$ cat config.mk
export PLATFORM = sky130hd
export DESIGN_NAME = microstate_time_accounting_flat
export DESIGN_NICKNAME = d
export VERILOG_FILES = /design/src/hdl/msta_pkg.sv /design/src/hdl/msta_if.sv /design/src/hdl/msta_alu.sv /design/src/hdl/msta_bank.sv /design/src/hdl/microstate_time_accounting.sv /design/src/flat_wrapper.sv
export SDC_FILE = /design/constraint.sdc
export NUM_CORES = 2
export LEC_CHECK = 0
export BUFFER_PORTS_ARGS = -buffer_cell sky130_fd_sc_hd__buf_2
export CAP_MARGIN = 20
export CELL_PAD_IN_SITES_DETAIL_PLACEMENT = 1
export CELL_PAD_IN_SITES_GLOBAL_PLACEMENT = 1
export CORE_MARGIN = 3
export CORE_UTILIZATION = 50
export DETAILED_ROUTE_END_ITERATION = 8
export PLACE_DENSITY_LB_ADDON = 0.1
export SYNTH_ARGS = -nofsm -noshare
export SYNTH_HDL_FRONTEND = slang
export SYNTH_HIERARCHICAL = 1
export SYNTH_SLANG_ARGS = --single-unit
$ cat constraint.sdc
create_clock -name clk_i -period 12.4 [get_ports clk_i]
set_input_delay 3.1 -clock clk_i [delete_from_list [all_inputs] [get_ports clk_i]]
set_output_delay 3.1 -clock clk_i [all_outputs]
set_load 0.1 [all_outputs]
$ cat src/hdl/msta_pkg.sv
// shared types, state codes and charging helpers for microstate time accounting
package msta_pkg;

  localparam int unsigned OP_W    = 2;
  localparam int unsigned STATE_W = 4;
  localparam int unsigned TIME_W  = 64;

  typedef enum logic [OP_W-1:0] {
    OP_INIT   = 2'd0,
    OP_CHANGE = 2'd1,
    OP_RESTORE = 2'd2,
    OP_TERM   = 2'd3
  } op_e;

  localparam logic [STATE_W-1:0] ST_SYSTEM  = 4'd1;
  localparam logic [STATE_W-1:0] ST_TFAULT  = 4'd3;
  localparam logic [STATE_W-1:0] ST_ULOCK   = 4'd6;
  localparam logic [STATE_W-1:0] ST_SLEEP   = 4'd7;
  localparam logic [STATE_W-1:0] ST_WAITCPU = 4'd8;
  localparam logic [STATE_W-1:0] ST_STOPPED = 4'd9;
  localparam logic [STATE_W-1:0] ST_COUNT   = 4'd10;

  typedef struct packed {
    logic              sub;
    logic [TIME_W-1:0] a;
    logic [TIME_W-1:0] b;
  } alu_req_t;

  typedef struct packed {
    logic               clr;
    logic               wr_en;
    logic [STATE_W-1:0] wr_addr;
    logic [TIME_W-1:0]  wr_data;
    logic [STATE_W-1:0] rd_addr;
  } bank_req_t;

  function automatic logic is_fault_or_lock(input logic [STATE_W-1:0] s);
    return (s >= ST_TFAULT) && (s <= ST_ULOCK);
  endfunction

  function automatic logic [STATE_W-1:0] charge_slot(input logic [STATE_W-1:0] s);
    logic [STATE_W-1:0] r;
    if (is_fault_or_lock(s)) begin
      r = ST_SYSTEM;
    end else if (s < ST_COUNT) begin
      r = s;
    end else begin
      r = ST_SYSTEM;
    end
    return r;
  endfunction

endpackage

$ cat src/hdl/msta_if.sv
// input and result channel interfaces
interface msta_in_if;
  import msta_pkg::*;
  logic               valid;
  logic               ready;
  logic [OP_W-1:0]    op;
  logic [STATE_W-1:0] state_code;
  logic [TIME_W-1:0]  now_time;
  logic [TIME_W-1:0]  enqueue_time;
  modport source (output valid, op, state_code, now_time, enqueue_time, input ready);
  modport sink (input valid, op, state_code, now_time, enqueue_time, output ready);
endinterface

interface msta_out_if;
  import msta_pkg::*;
  logic               valid;
  logic               ready;
  logic [STATE_W-1:0] prev_state;
  logic               error;
  logic [STATE_W-1:0] acct_index;
  logic [TIME_W-1:0]  acct_total;
  logic [TIME_W-1:0]  lifetime;
  logic               last;
  modport source (output valid, prev_state, error, acct_index, acct_total, lifetime, last,
                  input ready);
  modport sink (input valid, prev_state, error, acct_index, acct_total, lifetime, last,
                output ready);
endinterface

$ cat src/hdl/msta_alu.sv
// shared 64-bit add/subtract unit with registered result
module msta_alu (
  input  logic                            clk_i,
  input  msta_pkg::alu_req_t              req_i,
  output logic [msta_pkg::TIME_W-1:0]     res_o
);
  import msta_pkg::*;

  logic [TIME_W-1:0] res_q;

  always_ff @(posedge clk_i) begin
    if (req_i.sub) begin
      res_q <= req_i.a - req_i.b;
    end else begin
      res_q <= req_i.a + req_i.b;
    end
  end

  assign res_o = res_q;

endmodule

$ cat src/hdl/msta_bank.sv
// per-state time totals memory with valid bits and registered read
module msta_bank #(
  parameter int unsigned NUM_STATES = 10
) (
  input  logic                        clk_i,
  input  logic                        rst_ni,
  input  msta_pkg::bank_req_t         req_i,
  output logic [msta_pkg::TIME_W-1:0] rdata_o
);
  import msta_pkg::*;

  localparam int unsigned AW = $clog2(NUM_STATES);

  logic [TIME_W-1:0]     mem [NUM_STATES];
  logic [NUM_STATES-1:0] vld_q;
  logic [TIME_W-1:0]     rd_q;
  logic                  rd_vld_q;

  always_ff @(posedge clk_i) begin
    if (req_i.wr_en) begin
      mem[req_i.wr_addr[AW-1:0]] <= req_i.wr_data;
    end
    rd_q <= mem[req_i.rd_addr[AW-1:0]];
  end

  always_ff @(posedge clk_i or negedge rst_ni) begin
    if (!rst_ni) begin
      vld_q    <= '0;
      rd_vld_q <= 1'b0;
    end else begin
      rd_vld_q <= vld_q[req_i.rd_addr[AW-1:0]];
      if (req_i.clr) begin
        vld_q <= '0;
      end else if (req_i.wr_en) begin
        vld_q[req_i.wr_addr[AW-1:0]] <= 1'b1;
      end
    end
  end

  // entries never written since reset or init read as zero
  assign rdata_o = rd_vld_q ? rd_q : '0;

endmodule

$ cat src/hdl/microstate_time_accounting.sv
// microstate time accounting top level: sequencer around shared adder and totals memory
// init or refused request: result beat in the cycle after accept; one request at a time
// change: subtract, add, write; restore: that twice; terminate: change, lifetime, reads
// each accumulation takes a subtract and an add through the one shared 64-bit adder
// terminate reads the totals memory one entry per beat through its single read port
// reset: state system, previous run state system, times and all totals zero, at once
module microstate_time_accounting #(
  parameter int unsigned NUM_STATES = 10
) (
  input  logic        clk_i,
  input  logic        rst_ni,
  msta_in_if.sink     in_i,
  msta_out_if.source  out_o
);
  import msta_pkg::*;

  localparam int unsigned AW = $clog2(NUM_STATES);

  typedef enum logic [3:0] {
    S_IDLE,
    S_CH_SUB,
    S_CH_ADD,
    S_CH_WR,
    S_RS_SUB1,
    S_RS_ADD1,
    S_RS_WR1,
    S_RS_SUB2,
    S_RS_ADD2,
    S_RS_WR2,
    S_TM_LIFE,
    S_TM_LIVE,
    S_TM_RD,
    S_TM_PUT,
    S_OUT
  } state_e;

  state_e             state_q;
  op_e                op_q;
  logic [STATE_W-1:0] tgt_q;
  logic [STATE_W-1:0] slot_q;
  logic [TIME_W-1:0]  now_q;
  logic [TIME_W-1:0]  enq_q;
  logic [STATE_W-1:0] cur_q;
  logic [STATE_W-1:0] prv_q;
  logic [TIME_W-1:0]  life_q;
  logic [TIME_W-1:0]  start_q;
  logic [TIME_W-1:0]  lifeo_q;
  logic [AW-1:0]      idx_q;

  logic               ov_q;
  logic [STATE_W-1:0] oprev_q;
  logic               oerr_q;
  logic [STATE_W-1:0] oidx_q;
  logic [TIME_W-1:0]  otot_q;
  logic [TIME_W-1:0]  olife_q;
  logic               olast_q;

  op_e                in_op;
  logic               accept;
  logic               bad_code;
  logic [TIME_W-1:0]  enq_eff;
  logic [STATE_W-1:0] chg_slot;
  logic [STATE_W-1:0] rs_slot;
  logic [STATE_W-1:0] rs_cur;
  logic [STATE_W-1:0] prv_after;
  logic               slot_ok;

  alu_req_t           alu_req;
  logic [TIME_W-1:0]  alu_res;
  bank_req_t          bank_req;
  logic [TIME_W-1:0]  bank_rdata;

  msta_alu u_alu (
    .clk_i (clk_i),
    .req_i (alu_req),
    .res_o (alu_res)
  );

  msta_bank #(
    .NUM_STATES (NUM_STATES)
  ) u_bank (
    .clk_i   (clk_i),
    .rst_ni  (rst_ni),
    .req_i   (bank_req),
    .rdata_o (bank_rdata)
  );

  assign in_i.ready = (state_q == S_IDLE);
  assign accept     = in_i.valid && in_i.ready;
  assign in_op      = op_e'(in_i.op);
  assign bad_code   = (in_i.state_code == ST_WAITCPU) || (in_i.state_code >= ST_COUNT);
  assign enq_eff    = (in_i.enqueue_time == '0) ? in_i.now_time : in_i.enqueue_time;
  assign chg_slot   = charge_slot(cur_q);
  assign prv_after  = ((cur_q != ST_SLEEP) && (cur_q != ST_STOPPED)) ? cur_q : prv_q;
  assign slot_ok    = (int'(slot_q) < NUM_STATES);

  always_comb begin
    rs_slot = chg_slot;
    rs_cur  = cur_q;
    if (cur_q == ST_SLEEP) begin
      rs_slot = is_fault_or_lock(prv_q) ? prv_q : ST_SLEEP;
      rs_cur  = prv_q;
    end else if (cur_q == ST_STOPPED) begin
      rs_slot = ST_STOPPED;
      rs_cur  = prv_q;
    end
  end

  always_comb begin
    alu_req.sub = 1'b1;
    alu_req.a   = now_q;
    alu_req.b   = start_q;
    unique case (state_q)
      S_CH_ADD, S_RS_ADD1, S_RS_ADD2: begin
        alu_req.sub = 1'b0;
        alu_req.a   = bank_rdata;
        alu_req.b   = alu_res;
      end
      S_RS_SUB1: begin
        alu_req.a = enq_q;
        alu_req.b = start_q;
      end
      S_RS_SUB2: begin
        alu_req.a = now_q;
        alu_req.b = enq_q;
      end
      S_TM_LIFE: begin
        alu_req.a = start_q;
        alu_req.b = life_q;
      end
      default: begin
        alu_req.a = now_q;
        alu_req.b = start_q;
      end
    endcase
  end

  always_comb begin
    bank_req.clr     = accept && (in_op == OP_INIT) && !bad_code;
    bank_req.wr_en   = 1'b0;
    bank_req.wr_addr = slot_q;
    bank_req.wr_data = alu_res;
    bank_req.rd_addr = slot_q;
    unique case (state_q)
      S_CH_WR, S_RS_WR1: begin
        bank_req.wr_en = slot_ok;
      end
      S_RS_WR2: begin
        bank_req.wr_en   = 1'b1;
        bank_req.wr_addr = ST_WAITCPU;
      end
      S_RS_SUB2: begin
        bank_req.rd_addr = ST_WAITCPU;
      end
      S_TM_RD: begin
        bank_req.rd_addr = STATE_W'(idx_q);
      end
      default: begin
        bank_req.rd_addr = slot_q;
      end
    endcase
  end

  always_ff @(posedge clk_i or negedge rst_ni) begin
    if (!rst_ni) begin
      state_q <= S_IDLE;
      op_q    <= OP_INIT;
      tgt_q   <= '0;
      slot_q  <= '0;
      now_q   <= '0;
      enq_q   <= '0;
      cur_q   <= ST_SYSTEM;
      prv_q   <= ST_SYSTEM;
      life_q  <= '0;
      start_q <= '0;
      lifeo_q <= '0;
      idx_q   <= '0;
      ov_q    <= 1'b0;
      oprev_q <= '0;
      oerr_q  <= 1'b0;
      oidx_q  <= '0;
      otot_q  <= '0;
      olife_q <= '0;
      olast_q <= 1'b0;
    end else begin
      unique case (state_q)
        S_IDLE: begin
          if (accept) begin
            op_q    <= in_op;
            now_q   <= in_i.now_time;
            enq_q   <= enq_eff;
            oerr_q  <= (in_op == OP_INIT || in_op == OP_CHANGE) && bad_code;
            oidx_q  <= '0;
            otot_q  <= '0;
            olife_q <= '0;
            olast_q <= 1'b1;
            priority if ((in_op == OP_INIT || in_op == OP_CHANGE) && bad_code) begin
              oprev_q <= prv_q;
              ov_q    <= 1'b1;
              state_q <= S_OUT;
            end else if (in_op == OP_INIT) begin
              prv_q   <= ST_SYSTEM;
              life_q  <= in_i.now_time;
              start_q <= in_i.now_time;
              cur_q   <= in_i.state_code;
              oprev_q <= ST_SYSTEM;
              ov_q    <= 1'b1;
              state_q <= S_OUT;
            end else if (in_op == OP_CHANGE) begin
              tgt_q   <= in_i.state_code;
              slot_q  <= chg_slot;
              state_q <= S_CH_SUB;
            end else if (in_op == OP_RESTORE) begin
              tgt_q   <= rs_cur;
              slot_q  <= rs_slot;
              state_q <= S_RS_SUB1;
            end else begin
              tgt_q   <= ST_STOPPED;
              slot_q  <= chg_slot;
              state_q <= S_CH_SUB;
            end
          end
        end
        S_CH_SUB: state_q <= S_CH_ADD;
        S_CH_ADD: state_q <= S_CH_WR;
        S_CH_WR: begin
          cur_q   <= tgt_q;
          start_q <= now_q;
          prv_q   <= prv_after;
          if (op_q == OP_TERM) begin
            state_q <= S_TM_LIFE;
          end else begin
            oprev_q <= prv_after;
            ov_q    <= 1'b1;
            state_q <= S_OUT;
          end
        end
        S_RS_SUB1: state_q <= S_RS_ADD1;
        S_RS_ADD1: state_q <= S_RS_WR1;
        S_RS_WR1:  state_q <= S_RS_SUB2;
        S_RS_SUB2: state_q <= S_RS_ADD2;
        S_RS_ADD2: state_q <= S_RS_WR2;
        S_RS_WR2: begin
          cur_q   <= tgt_q;
          start_q <= now_q;
          oprev_q <= prv_q;
          ov_q    <= 1'b1;
          state_q <= S_OUT;
        end
        S_TM_LIFE: state_q <= S_TM_LIVE;
        S_TM_LIVE: begin
          lifeo_q <= alu_res;
          idx_q   <= '0;
          state_q <= S_TM_RD;
        end
        S_TM_RD: state_q <= S_TM_PUT;
        S_TM_PUT: begin
          oprev_q <= prv_q;
          oerr_q  <= 1'b0;
          oidx_q  <= STATE_W'(idx_q);
          otot_q  <= bank_rdata;
          olife_q <= lifeo_q;
          olast_q <= (idx_q == AW'(NUM_STATES - 1));
          ov_q    <= 1'b1;
          state_q <= S_OUT;
        end
        S_OUT: begin
          if (out_o.ready) begin
            ov_q <= 1'b0;
            if (olast_q) begin
              state_q <= S_IDLE;
            end else begin
              idx_q   <= idx_q + AW'(1);
              state_q <= S_TM_RD;
            end
          end
        end
        default: state_q <= S_IDLE;
      endcase
    end
  end

  assign out_o.valid      = ov_q;
  assign out_o.prev_state = oprev_q;
  assign out_o.error      = oerr_q;
  assign out_o.acct_index = oidx_q;
  assign out_o.acct_total = otot_q;
  assign out_o.lifetime   = olife_q;
  assign out_o.last       = olast_q;

endmodule

$ cat src/flat_wrapper.sv
// flat-port wrapper written by rule: the top's interface ports become plain ports
module microstate_time_accounting_flat import msta_pkg::*;
#(
  parameter int unsigned NUM_STATES = 10
)
  (clk_i, rst_ni, in_i_valid, in_i_op, in_i_state_code, in_i_now_time, in_i_enqueue_time, in_i_ready, out_o_valid, out_o_prev_state, out_o_error, out_o_acct_index, out_o_acct_total, out_o_lifetime, out_o_last, out_o_ready);
  msta_in_if in_i_i ();
  msta_out_if out_o_i ();
  input  logic clk_i;
  input  logic rst_ni;
  input wire logic [$bits(in_i_i.valid)-1:0] in_i_valid;
  input wire logic [$bits(in_i_i.op)-1:0] in_i_op;
  input wire logic [$bits(in_i_i.state_code)-1:0] in_i_state_code;
  input wire logic [$bits(in_i_i.now_time)-1:0] in_i_now_time;
  input wire logic [$bits(in_i_i.enqueue_time)-1:0] in_i_enqueue_time;
  output wire logic [$bits(in_i_i.ready)-1:0] in_i_ready;
  output wire logic [$bits(out_o_i.valid)-1:0] out_o_valid;
  output wire logic [$bits(out_o_i.prev_state)-1:0] out_o_prev_state;
  output wire logic [$bits(out_o_i.error)-1:0] out_o_error;
  output wire logic [$bits(out_o_i.acct_index)-1:0] out_o_acct_index;
  output wire logic [$bits(out_o_i.acct_total)-1:0] out_o_acct_total;
  output wire logic [$bits(out_o_i.lifetime)-1:0] out_o_lifetime;
  output wire logic [$bits(out_o_i.last)-1:0] out_o_last;
  input wire logic [$bits(out_o_i.ready)-1:0] out_o_ready;
  assign in_i_i.valid = in_i_valid;
  assign in_i_i.op = in_i_op;
  assign in_i_i.state_code = in_i_state_code;
  assign in_i_i.now_time = in_i_now_time;
  assign in_i_i.enqueue_time = in_i_enqueue_time;
  assign in_i_ready = in_i_i.ready;
  assign out_o_valid = out_o_i.valid;
  assign out_o_prev_state = out_o_i.prev_state;
  assign out_o_error = out_o_i.error;
  assign out_o_acct_index = out_o_i.acct_index;
  assign out_o_acct_total = out_o_i.acct_total;
  assign out_o_lifetime = out_o_i.lifetime;
  assign out_o_last = out_o_i.last;
  assign out_o_i.ready = out_o_ready;
  microstate_time_accounting #(.NUM_STATES(NUM_STATES)) u_core (.clk_i(clk_i), .rst_ni(rst_ni), .in_i(in_i_i), .out_o(out_o_i));
endmodule
==> flow_metrics.tcl <==
set metrics [dict create \
    worst_slew_pin_slew_ns 1.120 \
    die_w_um 343.8 \
    yosysTopAreaCell "edfxtp_1" \
    cap_violations 0 \
    drive_above_1_share_pct 20.01 \
    n_fill_cell 11410 \
    clock-sinks 1264 \
    clockRootBuffer "clkbuf_16" \
    wl_per_cell_um 27.58 \
    start_kind "flip-flop" \
    grt-ovfl-total 0 \
    yosys.cell_types.count 94 \
    first_iter_violations 3636 \
    min_path_type "flip-flop to flip-flop" \
    rsz0062_at_grt "false" \
    cts_resized 0 \
    first_pass_iters 5 \
    synth-simple-area-share_pct 9.232 \
    slew_violations 0 \
    floorplan.initialDensity_pct 50.57 \
    crit_top_cell "nor2_1" \
    synth_edf_count 640 \
    synth-compound-area-share_pct 12.79 \
    yosysWarnings 6 \
    area_delta_synth_final_pct 11.97 \
    synthAdderAreaFrac_pct 1.483 \
    crit_path_end_kind "flip-flop" \
    grt_usage_pct 29.46 \
    final_nets 4969 \
    ys_ff_latch 1264 \
    numCtsBuffers 135 \
    arrival_ns 8.27 \
    num_rows 123 \
    routed_via_density 6.132 \
    antenna_left 0 \
    synth_cells 4604 \
    worstPathBufferInverterCount 1 \
    clock.fmax_mhz 130.5 \
    setup_viol 0 \
    synth_ff_type "edfxtp_1" \
    place_hpwl_mm 114.9 \
    finalWirelength_mm 176.0 \
    fin_skew_ns 0.03588 \
    drc_errors 0 \
    clk_transition_reported_paths_ns 0.06 \
    synth_mux_area_share_pct 11.60 \
    outcome "finished, final reports clean" \
    cts_tree "done" \
    htree_levels 4 \
    multiInputGateArea_sq_mm 0.02136 \
    min_period_ns 7.663 \
    final.period_utilization_pct 61.80 \
    synthArstFlopShare_pct 39.24 \
    routed-via-count 39140 \
    clk_latency_ns 0.74 \
    synth_top_family_by_area "compound AO/OA/AOI/OAI gates" \
    setup_tns_ns 0 \
    cp_max_fo 64 \
    cp_slowest_stage_delay_ns 0.77 \
    crit_family "simple AND/OR/NAND/NOR gates" \
    grt_start_max_net_pins 157 \
    syn_area_sq_mm 0.05705 \
    finalHoldViolations 0 \
    die_height_um 343.8 \
    die_area_sq_mm 0.1182 \
    numPortBuffers 277 \
    worstPathRequired_ns 13.01 \
    grt_pass1_vias 39800 \
    core_sq_mm 0.1128 \
    netlist.area_leader.share_pct 33.69 \
    antenna_found_initial 8 \
    grt_pass1_wl_mm 260.3 \
    hold_buffers 0 \
    synth-xor-area-share_pct 1.963 \
    synth_seq_area_share_pct 59.94 \
    slew_headroom_pct 25.37 \
    avgSynthCellArea_sq_um 12.39 \
    synth_nets 4809 \
    final-seq-area_sq_mm 0.03420 \
    synth_area_leaders "edfxtp_1, dfrtp_1, mux2_2" \
    cts_setup_buffers 0 \
    io_pins 278 \
    place.gp.congestion 0.8529 \
    cp_slowest_cell "dfrtp_1" \
    cts_max_path_buffers 3 \
    cp_cell_sequence "nor2_1 > nor3_1 > nor2_4 > buf_4 > a221o_1 > nor4_1 > nor4b_2 > and2_2 > nand3_1 > nor4_4 > nor2_1 > xnor2_1 > ha_1 > nand4_1 > or2_2 > nor2_1 > nand3_1 > o32ai_1 > o31ai_1 > o21ai_0 > a31oi_1 > o21ai_1 > a211oi_2" \
    path_class "flip-flop to flip-flop" \
]
## worst reg2reg max path, cell delays in order (launching register included)
cell and delay (ns):
dfrtp_1 0.77, nor2_1 0.22, nor3_1 0.56, nor2_4 0.03
buf_4 0.33, a221o_1 0.44, nor4_1 0.53, nor4b_2 0.54
and2_2 0.27, nand3_1 0.22, nor4_4 0.41, nor2_1 0.10
xnor2_1 0.16, ha_1 0.44, nand4_1 0.14, or2_2 0.32
nor2_1 0.19, nand3_1 0.11, o32ai_1 0.56, o31ai_1 0.27
o21ai_0 0.40, a31oi_1 0.24, o21ai_1 0.23, a211oi_2 0.05
## flip-flops by register name (all words and copies together), names as in the netlist, 10 cells and up
signal and count:
u_core/enq_q 64, u_core/life_q 64, u_core/lifeo_q 64, u_core/now_q 64, u_core/out_o.acct_total 64, u_core/out_o.lifetime 64, u_core/start_q 64, u_core/u_alu/res_o 64
u_core/u_bank/mem 640, u_core/u_bank/rd_q 64, u_core/u_bank/vld_q 10
## area by class of cell
type,instances,share of cell area (%)
tap,1500,2.938
inverter,55,0.3252
clock buffer,205,6.033
sequential,1264,53.54
antenna,4,0.01567
clock inverter,46,0.7875
timing repair buffer,333,2.923
multi-input combinational,2975,33.44
## synth_stat cells (all sizes together) (6+ instances only)
cell    count
ha         66
o31ai     132
nor2      114
dfrtp     494
and2       69
buf        91
xor2       23
dfxtp     128
inv        54
a221o     131
o21a       11
or4         6
a22o      196
or2         8
clkbuf    219
mux2      395
or3         7
and3        9
a21oi     121
nor3       37
nand4      30
nand3b      6
nand2     792
o21ai     189
nand3      19
a211oi      6
o21bai     21
o22ai      68
a31oi      24
mux2i     196
nand2b     18
nor2b      17
a41oi       7
edfxtp    640
xnor2     104
a21o       41
nor4       29
## cells in the final DEF, fill, tap and decap left out, types with 21 or more instances in the layout
cell	instances
a31oi_1	24
o31ai_1	132
o22ai_1	67
nor3_1	34
and2_1	67
a21o_1	41
o21bai_1	21
a221o_1	131
inv_1	53
a21oi_1	118
ha_1	66
nand2_1	788
dfrtp_1	493
mux2_4	49
nand4_1	30
edfxtp_1	640
clkbuf_1	51
mux2i_1	196
buf_2	276
clkbuf_16	137
a22o_1	196
dfxtp_1	128
buf_4	51
nor2_1	103
mux2_2	335
xnor2_1	103
xor2_1	23
nor4_1	27
o21ai_0	187
## cells by family after synthesis
| family | Yosys count |
|---|---|
| flops | 1264 |
| simple gates | 1188 |
| mux | 592 |
| fa+ha+maj | 67 |
| xor+xnor | 127 |
| buf+inv | 365 |
| compound gates | 1001 |
## layer usage
layer  GRT usage (%)  vias up  wire length, um  part of all wire [%]
met5               0        -                0                     0
met1           46.08    20200            84440                    48
met3           5.125      191            12830                   7.3
met2           43.14     1327            76090                    43
li1                -    17420                -                     -
met4           5.892        0             2680                   1.5
## metrics by stage
step | hold slack (ns) | cells | setup slack, ns | utilization, % | instance area, sq um
2_1_floorplan | 0.4401 | 4604 | 5.559 | - | 57050
3_3_place_gp | 0.4561 | 6126 | 5.120 | 52.74 | 59500
3_5_place_dp | 0.4641 | 6126 | 4.841 | 52.74 | 59500
4_1_cts | 0.4792 | 6377 | 4.790 | 56.61 | 63860
5_1_grt | 0.4979 | 6378 | 4.122 | 56.61 | 63860
6_report | 0.4732 | 6382 | 4.737 | 56.62 | 63870
## worst paths after layout
kind                       slack (ns)                              endpoint  cells past startpoint                           start
max                              4.74        u_core/u_alu/res_o[63]$_DFF_P_                     23   u_core/state_q[3]$_DFFE_PN0P_
min                              0.47        u_core/lifeo_q[12]$_DFFE_PN0N_                      2  u_core/lifeo_q[12]$_DFFE_PN0N_
max reg2reg                      4.74        u_core/u_alu/res_o[63]$_DFF_P_                     23   u_core/state_q[3]$_DFFE_PN0P_
min reg2reg                      0.47        u_core/lifeo_q[12]$_DFFE_PN0N_                      2  u_core/lifeo_q[12]$_DFFE_PN0N_
max in group asynchronous        7.94         u_core/life_q[56]$_DFFE_PN0P_                      3                          rst_ni
min in group asynchronous        2.41  u_core/out_o.lifetime[9]$_DFFE_PN0P_                      1                          rst_ni
Power is left out: the tool's default activity adds up to more than one toggle a clock period on the data nets, which glitch-free logic cannot reach.
